$ cat src/sv/adaptive_4bit_adpcm_encoder_defines.svh
// ----------------------------------------------------------------------------
// adaptive_4bit_adpcm_encoder_defines.svh
// Assertion macros for the ADPCM encoder.
// ----------------------------------------------------------------------------
`ifndef ADAPTIVE_4BIT_ADPCM_ENCODER_DEFINES_SVH
`define ADAPTIVE_4BIT_ADPCM_ENCODER_DEFINES_SVH

// Same-cycle implication, checked out of reset.
`define A4E_ASSERT_SAME(lbl, ante, cons, msg) \
  lbl: assert property (@(posedge clk_i) disable iff (!rst_ni) (ante) |-> (cons)) \
    else $error(msg);

// Next-cycle implication, checked out of reset.
`define A4E_ASSERT_NEXT(lbl, ante, cons, msg) \
  lbl: assert property (@(posedge clk_i) disable iff (!rst_ni) (ante) |=> (cons)) \
    else $error(msg);

`endif

$ cat src/sv/adpcm4e_pkg.sv
// ----------------------------------------------------------------------------
// adpcm4e_pkg
// Shared types, constants and tables of the 4-bit ADPCM encoder.
// ----------------------------------------------------------------------------
`default_nettype none

package adpcm4e_pkg;

  localparam int SIG_W  = 16;
  localparam int STEP_W = 15;
  localparam int DIVD_W = 20;
  localparam int SCL_W  = 10;
  localparam int PROD_W = STEP_W + SCL_W;

  localparam logic [STEP_W-1:0] STEP_MIN = 15'd127;
  localparam logic [STEP_W-1:0] STEP_MAX = 15'd24576;

  typedef struct packed {
    logic       busy;
    logic       done;
    logic       sat;
    logic [3:0] quo;
  } div_status_t;

  function automatic logic [SCL_W-1:0] step_scale(input logic [2:0] mag);
    logic [SCL_W-1:0] s;
    unique case (mag)
      3'd4:    s = 10'h133;
      3'd5:    s = 10'h199;
      3'd6:    s = 10'h200;
      3'd7:    s = 10'h266;
      default: s = 10'h0e6;
    endcase
    return s;
  endfunction

endpackage

`default_nettype wire

$ cat src/sv/adpcm4e_divider.sv
// ----------------------------------------------------------------------------
// adpcm4e_divider
// Restoring divider, one compare and subtract per cycle, quotient up to 15; a larger quotient is flagged as saturated.
// ----------------------------------------------------------------------------
`default_nettype none

module adpcm4e_divider (
  input  wire logic                             clk_i,
  input  wire logic                             rst_ni,
  input  wire logic                             start_i,
  input  wire logic [adpcm4e_pkg::DIVD_W-1:0]   dividend_i,
  input  wire logic [adpcm4e_pkg::STEP_W-1:0]   divisor_i,
  output adpcm4e_pkg::div_status_t              status_o
);

  logic                             busy_q;
  logic                             done_q;
  logic                             sat_q;
  logic [3:0]                       quo_q;
  logic [2:0]                       cnt_q;
  logic [adpcm4e_pkg::DIVD_W-1:0]   rem_q;
  logic [adpcm4e_pkg::DIVD_W-1:0]   shifted;
  logic                             ge;

  assign shifted = {5'b0, divisor_i} << cnt_q;
  assign ge      = rem_q >= shifted;

  always_ff @(posedge clk_i or negedge rst_ni) begin
    if (!rst_ni) begin
      busy_q <= 1'b0;
      done_q <= 1'b0;
      sat_q  <= 1'b0;
      quo_q  <= 4'd0;
      cnt_q  <= 3'd0;
    end else begin
      done_q <= 1'b0;
      if (start_i) begin
        busy_q <= 1'b1;
        sat_q  <= 1'b0;
        quo_q  <= 4'd0;
        cnt_q  <= 3'd4;
      end else if (busy_q) begin
        if (cnt_q == 3'd4) begin
          if (ge) begin
            sat_q  <= 1'b1;
            busy_q <= 1'b0;
            done_q <= 1'b1;
          end else begin
            cnt_q <= 3'd3;
          end
        end else begin
          if (ge) begin
            quo_q[cnt_q[1:0]] <= 1'b1;
          end
          if (cnt_q == 3'd0) begin
            busy_q <= 1'b0;
            done_q <= 1'b1;
          end else begin
            cnt_q <= cnt_q - 3'd1;
          end
        end
      end
    end
  end

  always_ff @(posedge clk_i) begin
    if (start_i) begin
      rem_q <= dividend_i;
    end else if (busy_q && cnt_q != 3'd4 && ge) begin
      rem_q <= rem_q - shifted;
    end
  end

  assign status_o.busy = busy_q;
  assign status_o.done = done_q;
  assign status_o.sat  = sat_q;
  assign status_o.quo  = quo_q;

endmodule

`default_nettype wire

$ cat src/sv/adaptive_4bit_adpcm_encoder.sv
// ----------------------------------------------------------------------------
// adaptive_4bit_adpcm_encoder
// Step-adaptive 4-bit ADPCM encoder packing two codes per byte.
// ----------------------------------------------------------------------------
// Each request carries one signed 16-bit sample. The wait from acceptance
// until the block can take the next request is shorter when the
// scaled difference reaches sixteen steps and the divider stops after its
// first compare; in_stall_o stays high meanwhile. The time is set by the
// restoring divider (up to five compare and subtract steps, one per clock)
// and two passes through the one 15x10 multiplier that serves both the
// prediction and the step update. Every second sample, and any sample
// flagged end_of_stream_i, yields one byte in an output register; the next
// request is taken while that byte waits, and the block only holds at the
// end of a request if the previous byte is still not taken.
// An end-of-stream sample resets prediction and step for a fresh stream.
`default_nettype none

module adaptive_4bit_adpcm_encoder (
  input  wire logic                                clk_i,
  input  wire logic                                rst_ni,
  input  wire logic                                in_valid_i,
  output logic                                     in_stall_o,
  input  wire logic signed [adpcm4e_pkg::SIG_W-1:0] sample_i,
  input  wire logic                                end_of_stream_i,
  output logic                                     out_valid_o,
  input  wire logic                                out_stall_i,
  output logic [7:0]                               code_byte_o,
  output logic                                     last_byte_o
);

  localparam logic [2:0] S_IDLE = 3'd0;
  localparam logic [2:0] S_DIFF = 3'd1;
  localparam logic [2:0] S_DIV  = 3'd2;
  localparam logic [2:0] S_MUL1 = 3'd3;
  localparam logic [2:0] S_PRED = 3'd4;
  localparam logic [2:0] S_MUL2 = 3'd5;
  localparam logic [2:0] S_STEP = 3'd6;

  logic [2:0]                               state_q;
  logic signed [adpcm4e_pkg::SIG_W-1:0]     sample_q;
  logic                                     eos_q;
  logic signed [adpcm4e_pkg::SIG_W-1:0]     pred_q;
  logic [adpcm4e_pkg::STEP_W-1:0]           step_q;
  logic [3:0]                               pend_q;
  logic                                     half_q;
  logic                                     neg_q;
  logic [3:0]                               code_q;
  logic [adpcm4e_pkg::PROD_W-1:0]           prod_q;
  logic                                     out_valid_q;
  logic [7:0]                               code_byte_q;
  logic                                     last_byte_q;

  logic signed [16:0]                       diff;
  logic [16:0]                              diff_mag;
  logic [adpcm4e_pkg::DIVD_W-1:0]           dividend;
  adpcm4e_pkg::div_status_t                 div_st;
  logic                                     nz;
  logic [2:0]                               mag3;
  logic [adpcm4e_pkg::SCL_W-1:0]            mul_b;
  logic [adpcm4e_pkg::PROD_W-1:0]           prod_d;
  logic signed [17:0]                       pred_sum;
  logic signed [adpcm4e_pkg::SIG_W-1:0]     pred_d;
  logic [16:0]                              step_raw;
  logic [adpcm4e_pkg::STEP_W-1:0]           step_d;
  logic                                     out_block;
  logic                                     emit;

  assign diff     = {sample_q[15], sample_q} - {pred_q[15], pred_q};
  assign diff_mag = diff[16] ? 17'(-diff) : 17'(diff);
  assign dividend = {diff_mag, 3'b000};

  adpcm4e_divider u_div (
    .clk_i      (clk_i),
    .rst_ni     (rst_ni),
    .start_i    (state_q == S_DIFF),
    .dividend_i (dividend),
    .divisor_i  (step_q),
    .status_o   (div_st)
  );

  assign nz   = div_st.sat | (div_st.quo != 4'd0);
  assign mag3 = div_st.sat ? 3'd7 : div_st.quo[3:1];

  assign mul_b  = (state_q == S_MUL1) ? {6'b0, code_q[2:0], 1'b1}
                                      : adpcm4e_pkg::step_scale(code_q[2:0]);
  assign prod_d = {10'b0, step_q} * {15'b0, mul_b};

  always_comb begin
    if (code_q[3]) begin
      pred_sum = {{2{pred_q[15]}}, pred_q} - {2'b00, prod_q[18:3]};
    end else begin
      pred_sum = {{2{pred_q[15]}}, pred_q} + {2'b00, prod_q[18:3]};
    end
    priority if (pred_sum < -18'sd32768) begin
      pred_d = 16'sh8000;
    end else if (pred_sum > 18'sd32767) begin
      pred_d = 16'sh7fff;
    end else begin
      pred_d = pred_sum[15:0];
    end
  end

  assign step_raw = prod_q[24:8];

  always_comb begin
    priority if (step_raw < {2'b00, adpcm4e_pkg::STEP_MIN}) begin
      step_d = adpcm4e_pkg::STEP_MIN;
    end else if (step_raw > {2'b00, adpcm4e_pkg::STEP_MAX}) begin
      step_d = adpcm4e_pkg::STEP_MAX;
    end else begin
      step_d = step_raw[14:0];
    end
  end

  assign out_block = out_valid_q && out_stall_i;
  assign emit      = half_q || eos_q;

  always_ff @(posedge clk_i or negedge rst_ni) begin
    if (!rst_ni) begin
      state_q     <= S_IDLE;
      eos_q       <= 1'b0;
      pred_q      <= '0;
      step_q      <= adpcm4e_pkg::STEP_MIN;
      pend_q      <= 4'd0;
      half_q      <= 1'b0;
      out_valid_q <= 1'b0;
    end else begin
      if (state_q == S_STEP && !out_block && emit) begin
        out_valid_q <= 1'b1;
      end else if (out_valid_q && !out_stall_i) begin
        out_valid_q <= 1'b0;
      end
      unique case (state_q)
        S_IDLE: begin
          if (in_valid_i) begin
            eos_q   <= end_of_stream_i;
            state_q <= S_DIFF;
          end
        end
        S_DIFF: state_q <= S_DIV;
        S_DIV: begin
          if (div_st.done) begin
            state_q <= S_MUL1;
          end
        end
        S_MUL1: state_q <= S_PRED;
        S_PRED: begin
          pred_q  <= pred_d;
          state_q <= S_MUL2;
        end
        S_MUL2: state_q <= S_STEP;
        S_STEP: begin
          if (!out_block) begin
            state_q <= S_IDLE;
            if (eos_q) begin
              pred_q <= '0;
              step_q <= adpcm4e_pkg::STEP_MIN;
              pend_q <= 4'd0;
              half_q <= 1'b0;
            end else begin
              step_q <= step_d;
              half_q <= !half_q;
              pend_q <= half_q ? 4'd0 : code_q;
            end
          end
        end
        default: state_q <= S_IDLE;
      endcase
    end
  end

  always_ff @(posedge clk_i) begin
    if (state_q == S_IDLE && in_valid_i) begin
      sample_q <= sample_i;
    end
    if (state_q == S_DIFF) begin
      neg_q <= diff[16];
    end
    if (state_q == S_DIV && div_st.done) begin
      code_q <= {neg_q & nz, mag3};
    end
    if (state_q == S_MUL1 || state_q == S_MUL2) begin
      prod_q <= prod_d;
    end
    if (state_q == S_STEP && !out_block && emit) begin
      code_byte_q <= half_q ? {code_q, pend_q} : {4'b0000, code_q};
      last_byte_q <= eos_q;
    end
  end

  assign in_stall_o  = state_q != S_IDLE;
  assign out_valid_o = out_valid_q;
  assign code_byte_o = code_byte_q;
  assign last_byte_o = last_byte_q;

`include "adaptive_4bit_adpcm_encoder_defines.svh"

  `A4E_ASSERT_SAME(a_step_range, 1'b1,
    (step_q >= adpcm4e_pkg::STEP_MIN) && (step_q <= adpcm4e_pkg::STEP_MAX),
    "step size out of range")
  `A4E_ASSERT_SAME(a_div_busy_state, div_st.busy, state_q == S_DIV,
    "divider busy outside divide state")
  `A4E_ASSERT_NEXT(a_eos_restart, (state_q == S_STEP) && eos_q && !out_block,
    (pred_q == 16'sd0) && (step_q == adpcm4e_pkg::STEP_MIN) && !half_q,
    "stream state not reset after final sample")
  `A4E_ASSERT_NEXT(a_no_overwrite, (state_q == S_STEP) && out_block,
    state_q == S_STEP, "pending byte overwritten")

endmodule

`default_nettype wire
$ cat config.mk
export PLATFORM = sky130hd
export DESIGN_NAME = adaptive_4bit_adpcm_encoder
export DESIGN_NICKNAME = d
export VERILOG_FILES = /design/src/sv/adpcm4e_pkg.sv /design/src/sv/adpcm4e_divider.sv /design/src/sv/adaptive_4bit_adpcm_encoder.sv
export VERILOG_INCLUDE_DIRS = /design/src /design/src/sv
export SDC_FILE = /design/constraint.sdc
export NUM_CORES = 1
export LEC_CHECK = 0
export BUFFER_PORTS_ARGS = -buffer_cell sky130_fd_sc_hd__buf_4
export CAP_MARGIN = 20
export CELL_PAD_IN_SITES_DETAIL_PLACEMENT = 1
export CELL_PAD_IN_SITES_GLOBAL_PLACEMENT = 1
export CORE_UTILIZATION = 55
export DETAILED_ROUTE_END_ITERATION = 6
export PLACE_DENSITY_LB_ADDON = 0.1
export SYNTH_ARGS = -nofsm -noshare
export SYNTH_HDL_FRONTEND = slang
export SYNTH_SLANG_ARGS = --single-unit
$ cat constraint.sdc
create_clock -name clk_i -period 16 [get_ports clk_i]
set_clock_uncertainty 0.2 [all_clocks]
set_input_delay 2.4 -clock clk_i [delete_from_list [all_inputs] [get_ports clk_i]]
set_output_delay 2.4 -clock clk_i [all_outputs]
set_load 0.02 [all_outputs]
==> metrics.md, run 1 <==
| Metric | Value |
|---|---|
| Die Ht | between 150 and 200 µm |
| WL/cell | 21.56 µm |
| Nets | 1720 |
| Initial DRC count | 639 |
| # setup viols final | 0 |
| Top FF cell, synth | edfxtp_1 |
| CTS tree | yes |
| CP delay by family, top | adder cells |
| Slowest cell on crit path | dfrtp_1 |
| DR DRC count | 0 |
| CP Depth | 25 |
| Total CTS buffers | 17 |
| Final Util | around three fifths |
| Area grow syn2layout | 8.479% |
| Die outline area | between 20000 and 25000 µm² |
| Synth cell types | 83 |
| R2R Path Start | state_q[2] |
| Seq/Total Area, Yosys | about a quarter |
| Global placer's final weighted congestion | around 0.9 |
| First-pass GRT wire length | roughly 63 mm |
| Startpoint Class | flop |
| Slew Viols, Final | 0 |
| Vias per cell | ~6.0 |
| Final Hold Fails | 0 |
| Area of the mapped netlist | between 10000 and 15000 µm² |
| Crit end category | flop |
| Minimum clock period | 7.382 ns |
| Number of global-route vias before repair | around 12000 |
| Post-DRT Antenna Nets | 0 |
| Clock latency at the later pin of the worst-skew pair | 0.44 ns |
| Slew at the pin closest to its max-slew limit | 1.029 ns |
| Avg Cell Area, Syn | roughly 9.1 µm² |
| Root buffer cell | clkbuf_16 |
| Max Cap Viol | 0 |
| Most common cell after layout, fill and taps aside | inv_1 |
| RSZ-0062 raised after global routing | no |
| Post-synth ARST share | 41.46% |
| Fin Setup TNS | 0 ns |
| Syn. warnings | 0 |
| H-Tree Depth | 4 |
| Worst Path Required | 15.98 ns |
| Grt ovf | 0 |
| Register bit total from synthesis | between 100 and 150 |
| Hold Path Sink | u_div.rem_q[0] |
| Final Cycle Share | roughly 46% |
| Placed cells | between 1500 and 2000 |
| Via Count | 10880 |
| Iteration count of the initial detailed-routing pass | 7 |
| R2R setup slack | 8.62 ns |
| Clock sink total | between 100 and 150 |
| Worst Hold Launch | u_div.rem_q[0] |
| Hpwl dp | slightly below 30 mm |
| Outcome | completed |
| Diodes inserted | 0 |
| Reg2Reg Depth | 25 |
| Postcts setup bufs | 0 |
| Layout cells sized above 1 | about a tenth |
| EDFF count, synth | 69 |
| Core area | between 20000 and 25000 µm² |
| Die Wd | 157.9 µm |
| Buf/Inv on CP | 6 |
| Most frequent cells in the layout | 184 x inv_1, 180 x nand2_1, 118 x ha_1 |
| CP max FO | 16 |
| Fmax | about 140 MHz |
| Std cell rows | 56 |
| Initial Utilization | 56.45% |
| Ports | 32 |
| Largest net degree at the start of global routing | between 50 and 60 |
| Hold Crit Depth | 1 |
| CTS Hold Bufs | 0 |
| Worst path arrival time | approximately 7.4 ns |
| Post-synthesis net count | 1712 |
| Cts repair resizes | 0 |
| Tot GR Track Use | between 30% and 40% |
| CP peak stage delay | 0.58 ns |
| Initial antenna violation count | 0 |
| Clock transition at the registers of the reported paths | 0.06 ns |
| FF-to-FF End | prod_q[23] |
| Final std cells w/o fill | around 1800 |
| Drt total wl | around 39 mm |
| Slew headroom | 31.22% |
| Clock Tree Buf Depth | 2 |
| CP Class | flop to flop |
| Port Buffers | 31 |
| Hold Path Class | flop to flop |
| Syn Inst Count | 1468 |
==> logic make-up after synthesis <==
family	after synthesis	share of synthesized area (%)
muxes	36	3.453
and+or+nand+nor	454	16.35
AOI/OAI and AO/OA	307	15.35
DFF	123	25.56
buffers and inverters	239	6.832
xor gates and xnor gates	86	5.690
adders and majority gates	223	26.77
==> cell usage after synthesis, drive strengths merged, types with 7 or more instances <==
cell type | n | share of area (%)
inv | 184 | 5.2
nand2 | 180 | 5.1
ha | 118 | 11
fa | 105 | 16
nor2 | 100 | 3.0
a21oi | 86 | 3.3
o21ai | 71 | 3.0
edfxtp | 69 | 15
and2 | 60 | 2.8
xnor2 | 55 | 3.7
clkbuf | 48 | 1.3
dfrtp | 44 | 8.2
nor3 | 31 | 1.2
xor2 | 31 | 2.0
mux2i | 21 | 1.6
a21o | 18 | 1.0
o21a | 17 | 0.95
o22ai | 16 | 0.80
nand3 | 12 | 0.45
a22o | 11 | 0.72
nand4 | 10 | 0.47
nor2b | 10 | 0.47
a211oi | 9 | 0.51
a31oi | 9 | 0.42
nand2b | 9 | 0.42
or3 | 9 | 0.42
mux2 | 8 | 0.70
o31ai | 8 | 0.45
and3 | 7 | 0.33
dfstp | 7 | 1.4
mux4 | 7 | 1.2
o211ai | 7 | 0.43
o21bai | 7 | 0.39
==> per-stage QoR <==
step / instance area, µm² / hold WS [ns] / worst slack, ns
2_1_floorplan: 13370 / 0.2323 / 9.345
3_3_place_gp: 13860 / 0.2476 / 8.760
3_5_place_dp: 13870 / 0.2589 / 8.406
4_1_cts: 14480 / 0.2724 / 8.371
5_1_grt: 14500 / 0.2835 / 8.269
6_report: 14500 / 0.2673 / 8.618
==> layout make-up <==
class	count	area, µm²
fill	2756	9180
multi-input combinational	1106	9052
sequential	123	3417
inverter	185	694.4
clock buffer	19	432.9
tap	319	399.1
timing repair buffer	43	331.6
clock inverter	13	175.2
==> per-layer routing <==
metal | routed length [µm] | up-vias | GRT usage [%]
met5 | 0 | - | 0
met4 | 1355 | 0 | 14.47
met3 | 1195 | 76 | 3.641
met2 | 19660 | 213 | 58.15
met1 | 16770 | 5568 | 41.63
li1 | - | 5019 | -
==> sequential cells by signal, summed over array words and instances, names as in the netlist, 3 cells and up <==
signal,flops
u_div.cnt_q,3
pred_q,16
u_div.rem_q,20
prod_q,22
u_div.quo_q,4
pend_q,4
state_q,3
code_byte_o,8
code_q,4
step_q,15
sample_q,16
==> worst max-delay path by stage <==
stage | to | slack, ns | from
floorplan | prod_q[23] | 9.35 | state_q[0]
global placement | prod_q[24] | 8.76 | state_q[2]
detailed placement | prod_q[24] | 8.41 | state_q[2]
CTS | prod_q[24] | 8.37 | state_q[2]
global route | prod_q[23] | 8.27 | state_q[2]
finish | prod_q[23] | 8.62 | state_q[2]
Power of run 1 is left out: the tool's default activity adds up to more than one toggle a clock period on the data nets, which glitch-free logic cannot reach.
==> run 2: changes to the inputs <==
CORE_UTILIZATION = 51   (was 55)
clock period = 7.4 ns   (was 16 ns; I/O delays follow)
==> run 2 against run 1 <==
  * The flow now finishes with violations (DRC)
  * First-iteration DRC count decreased by 12%
  * Register-to-register slack got worse by 8.2 ns
  * Cell area increased by 0.38%
  * Die area increased by 7.7%
  * Worst hold slack improved by 0.0035 ns
  * Clock-buffer cell count decreased by 2
  * Setup slack got worse by 8.2 ns
  * Cell count increased by 0.88%
  * Non-clock buffer count increased by 5
  * Sequential share of layout area decreased by 0.089 points
  * Global-route usage decreased by 2.8 points
  * Routed wire length decreased by 0.65%
==> metrics.md, run 2 (synthesis gave the netlist of run 1 again) <==
| Metric | Value |
|---|---|
| Tot GR Track Use | 30.52% (-2.8 points) |
| Slew Viols, Final | 0 (unchanged) |
| Nets | 1725 (+0.29%) |
| Layout cells sized above 1 | 9.839% (+0.50 points) |
| H-Tree Depth | 4 (unchanged) |
| CTS tree | yes |
| Most common cell after layout, fill and taps aside | inv_1 |
| WL/cell | 21.23 µm (-1.5%) |
| Largest register FFs | 22 (unchanged) |
| Final Cycle Share | 93.89% (+48 points) |
| Clock Tree Buf Depth | 2 (unchanged) |
| Placed cell areas | 13930 µm² (+0.44%) |
| DR DRC count | 2 (+2) |
| Fin Setup TNS | 0 ns (unchanged) |
| Startpoint Class | flop |
| CTS Hold Bufs | 0 (unchanged) |
| Fmax | 143.9 MHz (+6.3%) |
| Die Wd | 163.9 µm (+3.8%) |
| Fillers | 2964 (+7.5%) |
| Drt total wl | 38.73 mm (-0.65%) |
| Most frequent cells in the layout | 184 x inv_1, 180 x nand2_1, 118 x ha_1 |
| Violated checks | DRC |
| Finished Cell Area | 14560 µm² (+0.38%) |
| Grt ovf | 0 (unchanged) |
| Crit end category | flop |
| Minimum clock period | 6.948 ns (-0.4345 ns) |
| CP max FO | 10 (-6) |
| Postcts setup bufs | 0 (unchanged) |
| RSZ-0062 raised after global routing | no |
| Cts repair resizes | 0 (unchanged) |
| DP Worst Slack | 0.5502 ns (-7.856 ns) |
| Number of global-route vias before repair | 11860 (+1.3%) |
| Std cell rows | 58 (+3.6%) |
| WHS | 0.2709 ns (+0.003521 ns) |
| First-pass GRT wire length | 62.91 mm (+0.31%) |
| Diodes inserted | 0 (unchanged) |
| Clock latency at the later pin of the worst-skew pair | 0.43 ns (about the same) |
| Slew at the pin closest to its max-slew limit | 1.069 ns (+0.04018 ns) |
| Slew headroom | 28.74% (-2.5 points) |
| # setup viols final | 0 (unchanged) |
| Via Count | 10940 (+0.56%) |
| Worst Path Required | 7.36 ns (-8.62 ns) |
| Largest net degree at the start of global routing | 52 (unchanged) |
| Area grow syn2layout | 8.891% |
| Worst path arrival time | 6.91 ns (-0.46 ns) |
| Hpwl dp | 29.84 mm (+1.5%) |
| Vias per cell | 5.996 (-0.32%) |
| Iteration count of the initial detailed-routing pass | 7 (unchanged) |
| Outcome | complete, but fails checks |
| Clock transition at the registers of the reported paths | 0.07 ns (about the same) |
| Ports | 32 (unchanged) |
| Clock sink total | 123 (unchanged) |
| Hold Path Class | flop to flop |
| Total CTS buffers | 17 (unchanged) |
| Initial DRC count | 560 (-12%) |
| Die Ht | 163.9 µm (+3.8%) |
| Initial Utilization | 52.49% (-4.0 points) |
| Top Registers | prod_q (22), u_div.rem_q (20) |
| Seq. cell area | 3417 µm² (unchanged) |
| Port Buffers | 31 (unchanged) |
| Setup ws final | 0.4522 ns (-8.165 ns) |
| Global placer's final weighted congestion | 0.8420 (-5.3%) |
| Largest Register | prod_q |
| Initial antenna violation count | 0 (unchanged) |
| Max Cap Viol | 0 (unchanged) |
| Area taken by multi-input logic gates | 9052 µm² (unchanged) |
| Die outline area | 26860 µm² (+7.7%) |
| Root buffer cell | clkbuf_16 |
| Final Hold Fails | 0 (unchanged) |
| Post-DRT Antenna Nets | 0 (unchanged) |
| R2R setup slack | 0.45 ns (-8.17 ns) |
| CP Class | flop to flop |
| Core area | 25470 µm² (+7.6%) |
## run 2: cell types whose count changed in the layout (fill, tap and decap cells not counted), sizes merged
cell / before / now
buf: 43 / 48
clkbuf: 19 / 17
inv: 184 / 189
clkinv: 8 / 4
bufinv: 4 / 3
clkinvlp: 2 / 4
## run 2: area by class of cell
| type | instances | share of cell area (%) |
|---|---|---|
| clock buffers | 17 | 2.922 |
| clock inverters | 15 | 1.289 |
| inverters | 185 | 4.770 |
| multi-input cells | 1106 | 62.18 |
| flip-flops and latches | 123 | 23.47 |
| well taps | 330 | 2.836 |
| repair buffers | 48 | 2.527 |
## run 2: layer usage
layer | part of all wire, % | wire (µm) | global-route usage, %
met2 | 51 | 19780 | 54.53
met1 | 43 | 16810 | 38.56
met4 | 2.5 | 949 | 9.638
met3 | 3.1 | 1192 | 3.182
met5 | 0 | 0 | 0
## run 2: final timing paths
check	cells after the start	endpoint	startpoint
min reg2reg	1	u_div.rem_q[0]	u_div.rem_q[0]
min in group asynchronous	1	pred_q[7]	rst_ni
max in group asynchronous	1	u_div.quo_q[2]	rst_ni
max reg2reg	23	prod_q[24]	state_q[2]
min	1	u_div.rem_q[0]	u_div.rem_q[0]
max	23	prod_q[24]	state_q[2]
## run 2: metrics by stage
stage,std cells,utilization (%)
final,1824,57.15
after global placement,1791,54.69
after global routing,1824,57.15
after detailed placement,1791,54.69
after CTS,1823,57.09
after floorplan,1468,-
## run 2: worst max-delay path: stages (launching register included)
cell	delay (ns)
dfrtp_1	0.37
buf_4	0.19
and3b_1	0.27
a21oi_1	0.20
a21o_1	0.28
buf_4	0.23
nand2_1	0.09
fa_1	0.52
inv_1	0.05
fa_1	0.51
fa_1	0.47
fa_1	0.56
inv_1	0.06
fa_1	0.53
inv_1	0.05
ha_1	0.24
or3_1	0.36
a211oi_1	0.26
o21ai_0	0.23
nand4_1	0.19
a41oi_1	0.17
a311o_1	0.39
a21oi_1	0.18
xnor2_1	0.09
Power of run 2 is left out for the same reason.
==> run 3: changes to the inputs <==
GPL_TIMING_DRIVEN = 0   (was default)
==> run 3 against run 2 <==
  * The run now ends clean
  * Non-clock buffer count increased by 46
  * Register-to-register slack worse by 0.20 ns
  * Critical path depth up 2
  * Worst hold slack improved by 0.0050 ns
  * Critical endpoint unchanged
==> metrics.md, run 3 (synthesis gave the netlist of run 1 again) <==
| Metric | Value |
|---|---|
| Final Hold Fails | 0 (unchanged) |
| Minimum clock period | 7.144 ns (+0.1965 ns) |
| Most common cell after layout, fill and taps aside | inv_1 |
| CP Class | flop to flop |
| Buf/Inv on CP | 6 (+1) |
| WHS | 0.2758 ns (+0.004965 ns) |
| Root buffer cell | clkbuf_16 |
| CP Depth | 25 (+8.7%) |
| Clock sink total | 123 (unchanged) |
| Layout cells sized above 1 | 10.58% (+0.75 points) |
| First-pass GRT wire length | 64.74 mm (+2.9%) |
| Initial antenna violation count | 0 (unchanged) |
| Die outline area | 26860 µm² (unchanged) |
| Nets | 1771 (+2.7%) |
| Most frequent cells in the layout | 184 x inv_1, 180 x nand2_1, 118 x ha_1 |
| Die Wd | 163.9 µm (unchanged) |
| Hold Path Class | flop to flop |
| Std cell rows | 58 (unchanged) |
| Slew headroom | 38.81% (+10 points) |
| CP delay by family, top | adder cells |
| H-Tree Depth | 4 (unchanged) |
| Hold Crit Depth | 1 (unchanged) |
| Die Ht | 163.9 µm (unchanged) |
| Diodes inserted | 0 (unchanged) |
| Slew at the pin closest to its max-slew limit | 0.9123 ns (-0.1566 ns) |
| Initial DRC count | 680 (+21%) |
| CP peak stage delay | 0.55 ns (about the same) |
| Ports | 32 (unchanged) |
| CP max FO | 10 (unchanged) |
| Largest Register | prod_q |
| Global placer's final weighted congestion | 0.8747 (+3.9%) |
| CTS Hold Bufs | 0 (unchanged) |
| Slowest cell on crit path | fa_1 |
| Top Registers | prod_q (22), u_div.rem_q (20) |
| Number of global-route vias before repair | 11960 (+0.88%) |
| WL/cell | 21.78 µm (+2.6%) |
| Reg2Reg Depth | 25 (+8.7%) |
| Largest net degree at the start of global routing | 52 (unchanged) |
| Slew Viols, Final | 0 (unchanged) |
| Area grow syn2layout | 10.64% |
| Iteration count of the initial detailed-routing pass | 5 (-2) |
| Hpwl dp | 31.32 mm (+5.0%) |
| CTS tree | yes |
| # setup viols final | 0 (unchanged) |
| Worst path arrival time | 7.12 ns (+0.21 ns) |
| Via Count | 11140 (+1.9%) |
| Outcome | completed |
| DR DRC count | 0 (-2) |
| Core area | 25470 µm² (unchanged) |
| Vias per cell | 5.958 (-0.63%) |
| Drt total wl | 40.73 mm (+5.2%) |
| R2R setup slack | 0.26 ns (-0.20 ns) |
| Clock latency at the later pin of the worst-skew pair | 0.44 ns (about the same) |
| Final Cycle Share | 96.55% (+2.7 points) |
| Post-DRT Antenna Nets | 0 (unchanged) |
| Port Buffers | 31 (unchanged) |
| Fmax | 140.0 MHz (-2.7%) |
| Total CTS buffers | 17 (unchanged) |
| Initial Utilization | 52.49% (unchanged) |
| Max Cap Viol | 0 (unchanged) |
| Startpoint Class | flop |
| Worst Path Required | 7.38 ns (+0.02 ns) |
| Clock transition at the registers of the reported paths | 0.06 ns (about the same) |
| Crit end category | flop |
| Grt ovf | 0 (unchanged) |
| Tot GR Track Use | 31.69% (+1.2 points) |
| Largest register FFs | 22 (unchanged) |
| Clock Tree Buf Depth | 2 (unchanged) |
run 3: cell count changes in the layout (fill, tap and decap cells not counted), sizes merged:
cell / change
clkbuf: +47
inv: +3
bufinv: -2
clkinvlp: -2
buf: +1
clkinv: -1
run 3: worst paths after layout:
kind | start | endpoint
max reg2reg | state_q[0] | prod_q[24]
max | state_q[0] | prod_q[24]
min | u_div.rem_q[0] | u_div.rem_q[0]
max in group asynchronous | rst_ni | u_div.cnt_q[0]
min in group asynchronous | rst_ni | pred_q[10]
min reg2reg | u_div.rem_q[0] | u_div.rem_q[0]
run 3: cell type report:
cell class	count	area, µm²
Multi-Input combinational cell	1106	9096
Buffer	51	227.7
Fill cell	2991	10680
Tap cell	330	412.9
Sequential cell	123	3417
Clock buffer	19	464.2
Timing Repair Buffer	43	334.1
Inverter	185	694.4
Clock inverter	13	145.1
run 3: metrics by stage:
step | area (µm²) | setup WS (ns) | util, % | setup TNS (ns) | cells
after floorplan | 13370 | 0.7454 | - | 0 | 1468
after global placement | 14010 | -0.6194 | 55.02 | -2.884 | 1829
after detailed placement | 14040 | -0.6787 | 55.13 | -3.622 | 1831
after CTS | 14690 | 0.01988 | 57.67 | 0 | 1863
after global routing | 14790 | -0.04249 | 58.07 | -0.04249 | 1870
final | 14790 | 0.2557 | 58.07 | 0 | 1870
run 3: worst register-to-register path: cells and delay by family (launching register included):
kind	cells	cell delay, ns
buf+inv	6	0.59
compound gates	8	1.74
flops	1	0.48
xor+xnor	1	0.11
fa+ha+maj	6	2.93
simple gates	4	0.84
run 3: what timing repair did:
action / in CTS / in global routing
pin swaps: 0 / 3
resized for setup: 10 / 23
buffers inserted: 2 / 8
endpoints found under the setup margin: 10 / 7
run 3: per-layer routing:
layer,track usage (%),vias up,wire length (µm)
li1,-,5141,-
met1,40.89,5704,17780
met2,55.14,231,20510
met3,3.409,66,1314
met4,10.90,0,1125
met5,0,-,0
Power of run 3 is left out for the same reason.
